`config.mk`:
```
export PLATFORM = sky130hd
export DESIGN_NAME = shortest_job_first_scheduler_core
export DESIGN_NICKNAME = d
export VERILOG_FILES = /design/src/sjf_pkg.sv /design/src/sjf_ram.sv /design/src/sjf_div.sv /design/src/shortest_job_first_scheduler_core.sv
export SDC_FILE = /design/constraint.sdc
export NUM_CORES = 1
export LEC_CHECK = 0
export ABC_AREA = 1
export BUFFER_PORTS_ARGS = -buffer_cell sky130_fd_sc_hd__buf_2
export CORE_MARGIN = 2
export CORE_UTILIZATION = 24
export DETAILED_ROUTE_END_ITERATION = 8
export PLACE_DENSITY_LB_ADDON = 0.12
export SYNTH_ARGS = -nofsm -noshare
export SYNTH_HDL_FRONTEND = slang
export SYNTH_SLANG_ARGS = --single-unit
```
`constraint.sdc`:
```
create_clock -name clock -period 4.5 [get_ports clock]
set_clock_uncertainty 0.05 [all_clocks]
set_input_delay 0 -clock clock [delete_from_list [all_inputs] [get_ports clock]]
set_output_delay 0 -clock clock [all_outputs]
set_load 0.02 [all_outputs]
```
`src/sjf_pkg.sv`:
```
// shared types and constants for the shortest-job-first scheduler
package sjf_pkg;

   // fixed widths of the result fields
   localparam int JOB_ID_W    = 4;
   localparam int JOB_BURST_W = 16;
   localparam int WAIT_W      = 20;
   localparam int AVG_W       = 28;
   localparam int FRAC_BITS   = 8;

   // sequencer states, one-hot
   typedef enum logic [12:0] {
      ST_LOAD = 13'h0001,
      ST_RDI  = 13'h0002,
      ST_LDI  = 13'h0004,
      ST_CMP  = 13'h0008,
      ST_WRI  = 13'h0010,
      ST_SUMA = 13'h0020,
      ST_SUM  = 13'h0040,
      ST_DWS  = 13'h0080,
      ST_DWW  = 13'h0100,
      ST_DTS  = 13'h0200,
      ST_DTW  = 13'h0400,
      ST_OUTA = 13'h0800,
      ST_OUT  = 13'h1000
   } state_type;

endpackage

```
`src/sjf_ram.sv`:
```
// generic single-write, single-read ram with registered read data
module sjf_ram #(
   parameter int WIDTH = 20,
   parameter int DEPTH = 16
) (
   input  logic                     clock,
   input  logic                     wr_en,
   input  logic [$clog2(DEPTH)-1:0] wr_addr,
   input  logic [WIDTH-1:0]         wr_data,
   input  logic [$clog2(DEPTH)-1:0] rd_addr,
   output logic [WIDTH-1:0]         rd_data
);

   logic [WIDTH-1:0] mem_ff [DEPTH];
   logic [WIDTH-1:0] rd_data_ff;

   // write port
   always_ff @(posedge clock) begin
      if (wr_en) begin
         mem_ff[wr_addr] <= wr_data;
      end
   end

   // registered read port
   always_ff @(posedge clock) begin
      rd_data_ff <= mem_ff[rd_addr];
   end

   assign rd_data = rd_data_ff;

endmodule

```
`src/sjf_div.sv`:
```
// restoring divider, one quotient bit per cycle
module sjf_div #(
   parameter int DVW = 34,
   parameter int DSW = 5
) (
   input  logic           clock,
   input  logic           reset,
   input  logic           start,
   input  logic [DVW-1:0] dividend,
   input  logic [DSW-1:0] divisor,
   output logic           done,
   output logic [DVW-1:0] quotient
);

   localparam int CW = $clog2(DVW + 1);

   logic [DSW-1:0] rem_ff, rem_in;
   logic [DVW-1:0] quo_ff, quo_in;
   logic [CW-1:0]  cnt_ff, cnt_in;
   logic           busy_ff, busy_in;
   logic           done_ff, done_in;
   logic [DSW:0]   rem_sh;
   logic           ge;

   // one restoring step: shift in the next dividend bit, subtract if it fits
   assign rem_sh = {rem_ff, quo_ff[DVW-1]};
   assign ge     = (rem_sh >= {1'b0, divisor});

   always_comb begin
      rem_in  = rem_ff;
      quo_in  = quo_ff;
      cnt_in  = cnt_ff;
      busy_in = busy_ff;
      done_in = 1'b0;
      if (start) begin
         rem_in  = '0;
         quo_in  = dividend;
         cnt_in  = CW'(DVW);
         busy_in = 1'b1;
      end else if (busy_ff) begin
         if (ge) begin
            rem_in = DSW'(rem_sh - {1'b0, divisor});
         end else begin
            rem_in = rem_sh[DSW-1:0];
         end
         quo_in = {quo_ff[DVW-2:0], ge};
         cnt_in = cnt_ff - CW'(1);
         if (cnt_ff == CW'(1)) begin
            busy_in = 1'b0;
            done_in = 1'b1;
         end
      end
   end

   // datapath registers
   always_ff @(posedge clock) begin
      rem_ff <= rem_in;
      quo_ff <= quo_in;
      cnt_ff <= cnt_in;
   end

   // control registers
   always_ff @(posedge clock) begin
      if (reset) begin
         busy_ff <= 1'b0;
         done_ff <= 1'b0;
      end else begin
         busy_ff <= busy_in;
         done_ff <= done_in;
      end
   end

   assign done     = done_ff;
   assign quotient = quo_ff;

   // remainder stays below the divisor while dividing
   assert property (@(posedge clock) disable iff (reset)
      busy_ff |-> ({1'b0, rem_ff} < {1'b0, divisor}))
      else $error("divider remainder out of range");

   // no restart while a division runs
   assert property (@(posedge clock) disable iff (reset)
      busy_ff |-> !start)
      else $error("divider restarted while busy");

   // done follows the last step
   assert property (@(posedge clock) disable iff (reset)
      done_ff |-> !busy_ff && $past(busy_ff))
      else $error("divider done without a run");

endmodule

```
`src/shortest_job_first_scheduler_core.sv`:
```
// shortest-job-first scheduler: load, exchange sort, averages, result stream
// operation: one item per cycle while loading; after the closing item an exchange sort runs with
//   one compare per cycle on the table ram port, then the sums, then two divisions, then
//   n results back to back, the first issued through ST_OUTA and ST_OUT and its output registers
//   after the second division reports done
// throughput: a new set is accepted only after the final result of the last set; no stalls
// reset: synchronous, active high; empties the job table count and idles the sequencer
module shortest_job_first_scheduler_core #(
   parameter int MAX_JOBS   = 16,
   parameter int BURST_BITS = 16
) (
   input  logic        clock,
   input  logic        reset,
   input  logic        start,
   output logic        busy,
   input  logic [15:0] req_burst,
   input  logic        req_last,
   output logic        rsp_valid,
   output logic [3:0]  rsp_job_id,
   output logic [15:0] rsp_job_burst,
   output logic [19:0] rsp_wait_time,
   output logic [19:0] rsp_turnaround,
   output logic [27:0] rsp_avg_wait_q8,
   output logic [27:0] rsp_avg_turnaround_q8,
   output logic        rsp_final_res
);

   localparam int BW    = (BURST_BITS < sjf_pkg::JOB_BURST_W) ? BURST_BITS
                                                              : sjf_pkg::JOB_BURST_W;
   localparam int IDW   = $clog2(MAX_JOBS);
   localparam int CNTW  = $clog2(MAX_JOBS + 1);
   localparam int WAITW = BW + CNTW;
   localparam int SUMW  = BW + 2 * CNTW;
   localparam int DVW   = SUMW + sjf_pkg::FRAC_BITS;
   localparam int RW    = IDW + BW;

   sjf_pkg::state_type state_ff, state_in;

   logic [CNTW-1:0]  cnt_ff, cnt_in;
   logic [CNTW-1:0]  n_ff, n_in;
   logic [CNTW-1:0]  i_ff, i_in;
   logic [CNTW-1:0]  k_ff, k_in;
   logic [RW-1:0]    cur_ff, cur_in;
   logic [WAITW-1:0] wait_ff, wait_in;
   logic [SUMW-1:0]  sum_w_ff, sum_w_in;
   logic [SUMW-1:0]  sum_t_ff, sum_t_in;
   logic [sjf_pkg::AVG_W-1:0] avg_w_ff, avg_w_in;
   logic [sjf_pkg::AVG_W-1:0] avg_t_ff, avg_t_in;

   logic        valid_ff, valid_in;
   logic [3:0]  id_o_ff, id_o_in;
   logic [15:0] burst_o_ff, burst_o_in;
   logic [19:0] wait_o_ff, wait_o_in;
   logic [19:0] tat_o_ff, tat_o_in;
   logic        final_o_ff, final_o_in;

   logic            wr_en;
   logic [IDW-1:0]  wr_addr;
   logic [RW-1:0]   wr_data;
   logic [IDW-1:0]  rd_addr;
   logic [RW-1:0]   rd_data;
   logic [BW-1:0]   rd_burst;
   logic [IDW-1:0]  rd_id;
   logic [BW-1:0]   cur_burst;

   logic            div_start;
   logic [DVW-1:0]  div_dividend;
   logic            div_done;
   logic [DVW-1:0]  div_quotient;

   logic            accept;
   logic [CNTW-1:0] cnt_nx;
   logic [WAITW-1:0] tat;
   logic [IDW+3:0]   id_x;
   logic [BW+15:0]   burst_x;
   logic [WAITW+19:0] wait_x;
   logic [WAITW+19:0] tat_x;
   logic [DVW+27:0]   quo_x;

   // job table: {arrival id, burst}
   sjf_ram #(
      .WIDTH (RW),
      .DEPTH (MAX_JOBS)
   ) u_table (
      .clock   (clock),
      .wr_en   (wr_en),
      .wr_addr (wr_addr),
      .wr_data (wr_data),
      .rd_addr (rd_addr),
      .rd_data (rd_data)
   );

   // shared divider for both averages
   sjf_div #(
      .DVW (DVW),
      .DSW (CNTW)
   ) u_div (
      .clock    (clock),
      .reset    (reset),
      .start    (div_start),
      .dividend (div_dividend),
      .divisor  (n_ff),
      .done     (div_done),
      .quotient (div_quotient)
   );

   assign accept    = start && !busy;
   assign cnt_nx    = cnt_ff + CNTW'(1);
   assign rd_burst  = rd_data[BW-1:0];
   assign rd_id     = rd_data[RW-1:BW];
   assign cur_burst = cur_ff[BW-1:0];
   assign tat       = wait_ff + WAITW'(rd_burst);

   // field extension and wrap to the result widths
   assign id_x    = {{sjf_pkg::JOB_ID_W{1'b0}}, rd_id};
   assign burst_x = {{sjf_pkg::JOB_BURST_W{1'b0}}, rd_burst};
   assign wait_x  = {{sjf_pkg::WAIT_W{1'b0}}, wait_ff};
   assign tat_x   = {{sjf_pkg::WAIT_W{1'b0}}, tat};
   assign quo_x   = {{sjf_pkg::AVG_W{1'b0}}, div_quotient};

   // sequencer
   always_comb begin
      state_in     = state_ff;
      cnt_in       = cnt_ff;
      n_in         = n_ff;
      i_in         = i_ff;
      k_in         = k_ff;
      cur_in       = cur_ff;
      wait_in      = wait_ff;
      sum_w_in     = sum_w_ff;
      sum_t_in     = sum_t_ff;
      avg_w_in     = avg_w_ff;
      avg_t_in     = avg_t_ff;
      valid_in     = 1'b0;
      id_o_in      = id_o_ff;
      burst_o_in   = burst_o_ff;
      wait_o_in    = wait_o_ff;
      tat_o_in     = tat_o_ff;
      final_o_in   = 1'b0;
      wr_en        = 1'b0;
      wr_addr      = cnt_ff[IDW-1:0];
      wr_data      = {cnt_ff[IDW-1:0], req_burst[BW-1:0]};
      rd_addr      = i_ff[IDW-1:0];
      div_start    = 1'b0;
      div_dividend = {sum_w_ff, {sjf_pkg::FRAC_BITS{1'b0}}};
      case (state_ff)
         // store jobs; the last or table-filling item closes the set
         sjf_pkg::ST_LOAD: begin
            if (accept) begin
               wr_en = 1'b1;
               if (req_last || (cnt_nx == CNTW'(MAX_JOBS))) begin
                  n_in   = cnt_nx;
                  cnt_in = '0;
                  i_in   = '0;
                  if (cnt_nx == CNTW'(1)) begin
                     state_in = sjf_pkg::ST_SUMA;
                  end else begin
                     state_in = sjf_pkg::ST_RDI;
                  end
               end else begin
                  cnt_in = cnt_nx;
               end
            end
         end
         // fetch entry i as the running candidate
         sjf_pkg::ST_RDI: begin
            rd_addr  = i_ff[IDW-1:0];
            k_in     = i_ff + CNTW'(1);
            state_in = sjf_pkg::ST_LDI;
         end
         sjf_pkg::ST_LDI: begin
            cur_in   = rd_data;
            rd_addr  = k_ff[IDW-1:0];
            state_in = sjf_pkg::ST_CMP;
         end
         // compare candidate with entry k, swap when candidate is longer
         sjf_pkg::ST_CMP: begin
            if (cur_burst > rd_burst) begin
               wr_en   = 1'b1;
               wr_addr = k_ff[IDW-1:0];
               wr_data = cur_ff;
               cur_in  = rd_data;
            end
            if (k_ff + CNTW'(1) == n_ff) begin
               state_in = sjf_pkg::ST_WRI;
            end else begin
               k_in    = k_ff + CNTW'(1);
               rd_addr = k_in[IDW-1:0];
            end
         end
         // put the candidate back at position i
         sjf_pkg::ST_WRI: begin
            wr_en   = 1'b1;
            wr_addr = i_ff[IDW-1:0];
            wr_data = cur_ff;
            i_in    = i_ff + CNTW'(1);
            if (i_ff + CNTW'(2) == n_ff) begin
               state_in = sjf_pkg::ST_SUMA;
            end else begin
               state_in = sjf_pkg::ST_RDI;
            end
         end
         // accumulate waiting and turnaround sums
         sjf_pkg::ST_SUMA: begin
            rd_addr  = '0;
            i_in     = '0;
            wait_in  = '0;
            sum_w_in = '0;
            sum_t_in = '0;
            state_in = sjf_pkg::ST_SUM;
         end
         sjf_pkg::ST_SUM: begin
            wait_in  = tat;
            sum_w_in = sum_w_ff + SUMW'(wait_ff);
            sum_t_in = sum_t_ff + SUMW'(tat);
            if (i_ff + CNTW'(1) == n_ff) begin
               state_in = sjf_pkg::ST_DWS;
            end else begin
               i_in    = i_ff + CNTW'(1);
               rd_addr = i_in[IDW-1:0];
            end
         end
         // average waiting time
         sjf_pkg::ST_DWS: begin
            div_start    = 1'b1;
            div_dividend = {sum_w_ff, {sjf_pkg::FRAC_BITS{1'b0}}};
            state_in     = sjf_pkg::ST_DWW;
         end
         sjf_pkg::ST_DWW: begin
            if (div_done) begin
               avg_w_in = quo_x[sjf_pkg::AVG_W-1:0];
               state_in = sjf_pkg::ST_DTS;
            end
         end
         // average turnaround time
         sjf_pkg::ST_DTS: begin
            div_start    = 1'b1;
            div_dividend = {sum_t_ff, {sjf_pkg::FRAC_BITS{1'b0}}};
            state_in     = sjf_pkg::ST_DTW;
         end
         sjf_pkg::ST_DTW: begin
            if (div_done) begin
               avg_t_in = quo_x[sjf_pkg::AVG_W-1:0];
               state_in = sjf_pkg::ST_OUTA;
            end
         end
         // stream one result per job in schedule order
         sjf_pkg::ST_OUTA: begin
            rd_addr  = '0;
            i_in     = '0;
            wait_in  = '0;
            state_in = sjf_pkg::ST_OUT;
         end
         sjf_pkg::ST_OUT: begin
            valid_in   = 1'b1;
            id_o_in    = id_x[sjf_pkg::JOB_ID_W-1:0];
            burst_o_in = burst_x[sjf_pkg::JOB_BURST_W-1:0];
            wait_o_in  = wait_x[sjf_pkg::WAIT_W-1:0];
            tat_o_in   = tat_x[sjf_pkg::WAIT_W-1:0];
            wait_in    = tat;
            if (i_ff + CNTW'(1) == n_ff) begin
               final_o_in = 1'b1;
               state_in   = sjf_pkg::ST_LOAD;
            end else begin
               i_in    = i_ff + CNTW'(1);
               rd_addr = i_in[IDW-1:0];
            end
         end
         default: begin
            state_in = sjf_pkg::ST_LOAD;
         end
      endcase
   end

   // control registers
   always_ff @(posedge clock) begin
      if (reset) begin
         state_ff <= sjf_pkg::ST_LOAD;
         cnt_ff   <= '0;
         valid_ff <= 1'b0;
      end else begin
         state_ff <= state_in;
         cnt_ff   <= cnt_in;
         valid_ff <= valid_in;
      end
   end

   // datapath registers
   always_ff @(posedge clock) begin
      n_ff       <= n_in;
      i_ff       <= i_in;
      k_ff       <= k_in;
      cur_ff     <= cur_in;
      wait_ff    <= wait_in;
      sum_w_ff   <= sum_w_in;
      sum_t_ff   <= sum_t_in;
      avg_w_ff   <= avg_w_in;
      avg_t_ff   <= avg_t_in;
      id_o_ff    <= id_o_in;
      burst_o_ff <= burst_o_in;
      wait_o_ff  <= wait_o_in;
      tat_o_ff   <= tat_o_in;
      final_o_ff <= final_o_in;
   end

   assign busy                  = (state_ff != sjf_pkg::ST_LOAD);
   assign rsp_valid             = valid_ff;
   assign rsp_job_id            = id_o_ff;
   assign rsp_job_burst         = burst_o_ff;
   assign rsp_wait_time         = wait_o_ff;
   assign rsp_turnaround        = tat_o_ff;
   assign rsp_avg_wait_q8       = avg_w_ff;
   assign rsp_avg_turnaround_q8 = avg_t_ff;
   assign rsp_final_res         = final_o_ff;

   // fill count never reaches the table depth between sets
   assert property (@(posedge clock) disable iff (reset)
      cnt_ff < CNTW'(MAX_JOBS))
      else $error("job count overflow");

   // inner sort index stays inside the set
   assert property (@(posedge clock) disable iff (reset)
      (state_ff == sjf_pkg::ST_CMP) |-> (k_ff < n_ff) && (i_ff < k_ff))
      else $error("sort index out of range");

   // the final result ends the stream
   assert property (@(posedge clock) disable iff (reset)
      (rsp_valid && rsp_final_res) |=> !rsp_valid)
      else $error("result after final result");

   // results only come while streaming
   assert property (@(posedge clock) disable iff (reset)
      rsp_valid && !rsp_final_res |-> (state_ff == sjf_pkg::ST_OUT))
      else $error("result outside stream phase");

endmodule
```
==> out/metrics.yaml, run 1 <==
status: "finished clean"
io_pins: 139
worst_path_most_repeated_cell: "nand2_1"
synth_top_family_by_area: "simple AND/OR/NAND/NOR gates"
mostFrequentLayoutCell: "nand2_1"
path_class: "reg -> reg"
period_needed_ps: 4080
rsz0062_at_grt: "false"
grt_util_all_layers_pct: 15.1
final_nets: 3259
htreeDepth: 3
drv_cap: 0
cp.arrival_ps: 4410
root_buffer: "clkbuf_16"
avgViaCountPerCell: 4.37
synthCells: 2906
core_um2: 122000
synth_fa_ha_area_share_pct: 3.96
grt_util_met3_pct: 2.12
path_clk_slew_ps: 70
post-dp-hpwl_mm: 62.4
drv_slew: 0
p_per_area_nw_per_um2: 618
synthArstFlopShare_pct: 0
synth_xor_area_share_pct: 0.860
setup_viol: 0
drt-initial-drc-count: 1464
grt.met1_usage_pct: 21.6
cp-end-kind: "flip-flop"
grt_pass1_wl_mm: 141
synth_compound_area_share_pct: 5.99
busiest_layer: "met2"
cts_buffers: 77
die_w_um: 355
wirelength_mm: 96.3
yosys-mux-area-fraction_pct: 0
tns_ps: 0
postSynthAreaPerCell_um2: 10.2
fmax_mhz: 245
dr.pass1.iters: 5
path_max_fanout: 6
finalPower_w: 0.0222
place_area_um2: 33200
io_buffers: 138
overflow: 0
critPathRequiredTime_ps: 4820
wl_per_cell_um: 19.9
max_stage_delay_ps: 400
ys_warn_count: 0
grt_pass1_vias: 20700
grt_use_met2_pct: 24.1
stdcell_area_um2: 35900
postLayoutCoreUtil_pct: 29.4
initial_core_util_pct: 24.2
hold_viol: 0
netlist_area_um2: 29500
placed_cells: 4679
worst_pin_slew_ps: 1060
period_share_pct: 90.8
place_congestion: 0.809
leakage_nw: 14.5
vias: 21100
grt_max_degree: 161
cts_tree: "built"
ant_nets: 0
yosysSeqAreaShare_pct: 62.3
clock_latency_ps: 620
die_area_um2: 126000
finalNonFillerCells: 4831
drive_gt1_share_pct: 13.4
clock_path_buffers: 3
yosys.area_share.simple_pct: 20.0
numClockSinks: 631
antenna_found_initial: 7
hold_class: "in -> reg"
layout_common_cells: "590 x nand2_1, 578 x edfxtp_1, 431 x nand3_1"
die_h_um: 355
slew_headroom_pct: 29.4
synthFlopType: "edfxtp_1"
rows: 128
crit_path_start_kind: "flip-flop"
synth-seq-cells: 631
slowest_stage: "edfxtp_1"
ys_types: 45
synth_edf_count: 578
ir_drop_mv: 0.545
syn2layout_area_growth_pct: 21.5
drc_errors: 0
synth_nets: 3017
-- metrics by stage --
| step | setup WS (ps) | hold slack [ps] |
|---|---|---|
| final | 416 | 58.5 |
| after global routing | 6.83 | 45.1 |
| after CTS | 67.5 | 7.57 |
| after detailed placement | 103 | 313 |
| after global placement | 131 | 318 |
| after floorplan | 682 | 156 |
-- final cells by class --
class | count | area, um2
repair buffers | 267 | 2090
well taps | 1625 | 2030
clock inverters | 40 | 403
clock buffers | 96 | 2060
multi-input cells | 1762 | 9340
flip-flops and latches | 631 | 18400
diodes | 1 | 2.50
fillers | 12900 | 86200
inverters | 409 | 1540
-- per-layer routing --
metal | routed length (um) | vias up
met2 | 43400 | 385
met4 | 1980 | 2
met3 | 3600 | 109
met1 | 47400 | 10200
li1 | - | 10400
met5 | 13 | -
-- state kept, by name, indices dropped and copies added, names as in the netlist, 6 cells and up --
register	count
rsp_job_burst	16
u_div.quotient	34
rsp_turnaround	20
sum_t_ff	26
sum_w_ff	26
u_div.cnt_ff	6
state_ff	13
cur_ff	20
rsp_avg_wait_q8	28
wait_ff	21
u_table.rd_data	20
rsp_wait_time	20
u_table.mem_ff	320
rsp_avg_turnaround_q8	28
-- kinds of logic (layout without fill, tap and decap cells) --
| group | after synthesis | in the layout |
|---|---|---|
| other cells | 0 | 1 |
| compound gates | 324 | 324 |
| xor+xnor | 29 | 29 |
| buf+inv | 513 | 812 |
| simple gates | 1318 | 1318 |
| fa+ha+maj | 91 | 91 |
| flops | 631 | 631 |
-- where the power goes --
part	internal [W]	switching, W	total [W]	leakage, nW
clock	0.00370	0.00254	0.00624	1.22
combinational	0.00272	0.00594	0.00866	7.57
sequential	0.00695	0.000325	0.00727	5.68
-- what timing repair did --
item | in CTS | in global routing
buffers inserted | 0 | 1
gates resized for setup | 0 | 14
endpoints found under the setup margin | 0 | 7
endpoints found under the hold margin | 174 | 0
hold buffers | 14 | 0
-- worst max-delay path, delay by kind of cell (launching register included) --
family,cells,cell delay (ps)
flops,1,400
buf+inv,1,70
fa+ha+maj,3,990
compound gates,3,410
simple gates,18,1910
-- cells in the mapped netlist (all sizes together) (8+ instances only) --
master | count | area (um2)
nand2 | 597 | 2250
edfxtp | 578 | 17400
nand3 | 436 | 2200
inv | 408 | 1530
nor2 | 169 | 669
a21oi | 132 | 672
o21ai | 125 | 626
ha | 87 | 1090
buf | 63 | 337
nand3b | 63 | 473
dfxtp | 53 | 1060
clkbuf | 41 | 154
nor3 | 21 | 110
xor2 | 21 | 184
a31oi | 20 | 125
nand4 | 15 | 93.8
o21a | 13 | 97.6
o211ai | 9 | 67.6
xnor2 | 8 | 70.1
-- path summary, 6_finish.rpt --
check | startpoint | cells after the start | slack (ps) | endpoint
min | req_burst[0] | 4 | 60 | u_table.mem_ff[9][0]
max | wait_ff[0] | 25 | 420 | sum_t_ff[24]
min reg2reg | u_div.rem_ff[4] | 2 | 420 | u_div.rem_ff[4]
max reg2reg | wait_ff[0] | 25 | 420 | sum_t_ff[24]
No activity file was read; power rests on OpenSTA's default activity.
==> run 2: changes to the inputs <==
- CTS_BUF_LIST: unset -> sky130_fd_sc_hd__clkbuf_2
==> out/metrics.yaml, run 2 (synthesized netlist as in run 1, its figures left out) <==
status: "finished clean"
top_register: "u_table.mem_ff"
leakage_nw: 14.8
path_delay_family: "simple AND/OR/NAND/NOR gates"
grt_max_degree: 161
fmax_mhz: 245
critPathRequiredTime_ps: 5720
p_per_area_nw_per_um2: 579
worst_pin_slew_ps: 1060
crit_path_start_kind: "flip-flop"
period_needed_ps: 4090
cts_buffers: 176
root_buffer: "clkbuf_2"
overflow: 0
largest_reg_flops: 320
setup_ws_ps: 413
htreeDepth: 4
reg2regPathDepth: 25
rows: 128
hold_class: "in -> reg"
path_buf_inv: 1
path_clk_slew_ps: 110
antenna_found_initial: 7
dr.pass1.iters: 5
syn2layout_area_growth_pct: 20.5
layout_common_cells: "590 x nand2_1, 578 x edfxtp_1, 431 x nand3_1"
drv_slew: 0
dpl_worst_slack_ps: 103
clock_path_buffers: 3
cts_tree: "built"
ant_nets: 0
drt-initial-drc-count: 1499
clock_latency_ps: 1500
tns_ps: 0
ir_drop_mv: 0.537
worst_path_most_repeated_cell: "nand2_1"
drv_cap: 0
slowest_stage: "edfxtp_1"
path_max_fanout: 6
path_class: "reg -> reg"
rsz0062_at_grt: "false"
place_congestion: 0.809
core_um2: 122000
post-dp-hpwl_mm: 62.4
die_area_um2: 126000
drive_gt1_share_pct: 18.0
wl_per_cell_um: 19.2
drc_errors: 0
numClockSinks: 631
hold_depth: 6
avgViaCountPerCell: 4.35
cp-end-kind: "flip-flop"
period_share_pct: 90.8
cp.arrival_ps: 5310
io_buffers: 138
hold_viol: 0
die_h_um: 355
slew_headroom_pct: 29.1
io_pins: 139
final_nets: 3399
max_stage_delay_ps: 410
initial_core_util_pct: 24.2
grt_pass1_vias: 21700
grt_util_all_layers_pct: 15.4
grt_pass1_wl_mm: 143
wirelength_mm: 97.3
critical_path_depth: 25
die_w_um: 355
vias: 22000
setup_viol: 0
mostFrequentLayoutCell: "nand2_1"
[run 2: path summary, 6_finish.rpt]
check | end | slack [ps] | start
worst max-delay path | sum_t_ff[24] | 410 | wait_ff[0]
worst max register to register | sum_t_ff[24] | 410 | wait_ff[0]
worst min-delay path | u_table.mem_ff[11][0] | 290 | req_burst[0]
worst min register to register | u_div.rem_ff[4] | 430 | u_div.rem_ff[4]
[run 2: layer usage]
layer / wire [um] / track usage, % / part of all wire (%) / vias up
met4: 1890 / 5.02 / 1.9 / 0
met2: 43600 / 24.0 / 45 / 511
li1: - / - / - / 10800
met1: 47300 / 21.5 / 49 / 10500
met5: 0 / 0 / 0 / -
met3: 4510 / 2.88 / 4.6 / 134
[run 2: cell type report]
type / instances / area (um2)
inverter: 409 / 1540
multi-input combinational: 1762 / 9340
clock buffer: 280 / 1400
fill: 13000 / 86400
tap: 1625 / 2030
timing repair buffer: 308 / 2500
sequential: 631 / 18400
clock inverter: 41 / 367
antenna: 3 / 7.51
[run 2: what timing repair did]
action                                  4_1_cts  5_1_grt
endpoints found under the setup margin        0        9
resized for setup                             0       14
hold buffers                                 54        0
setup buffers                                 0        2
endpoints found under the hold margin       607        0
[run 2: report_power, final]
group | internal, W | switching [W]
registers | 0.00694 | 0.000324
clock network | 0.00205 | 0.00261
logic | 0.00275 | 0.00595
[run 2: worst register-to-register path, delay by kind of cell, from the launching register on]
family          cells  cell delay [ps]
buf+inv             1               70
fa+ha+maj           3              980
simple gates       18             1920
flops               1              410
compound gates      3              420
[run 2: metrics by stage]
| step | hold WS, ps | utilization, % | power, W | cells | instance area (um2) |
|---|---|---|---|---|---|
| 2_1_floorplan | 156 | - | 0.0125 | 2906 | 29500 |
| 3_3_place_gp | 318 | 27.2 | 0.0161 | 4679 | 33200 |
| 3_5_place_dp | 313 | 27.2 | 0.0160 | 4679 | 33200 |
| 4_1_cts | 66.5 | 29.1 | 0.0209 | 5054 | 35500 |
| 5_1_grt | 214 | 29.2 | 0.0222 | 5058 | 35600 |
| 6_report | 293 | 29.2 | 0.0206 | 5059 | 35600 |
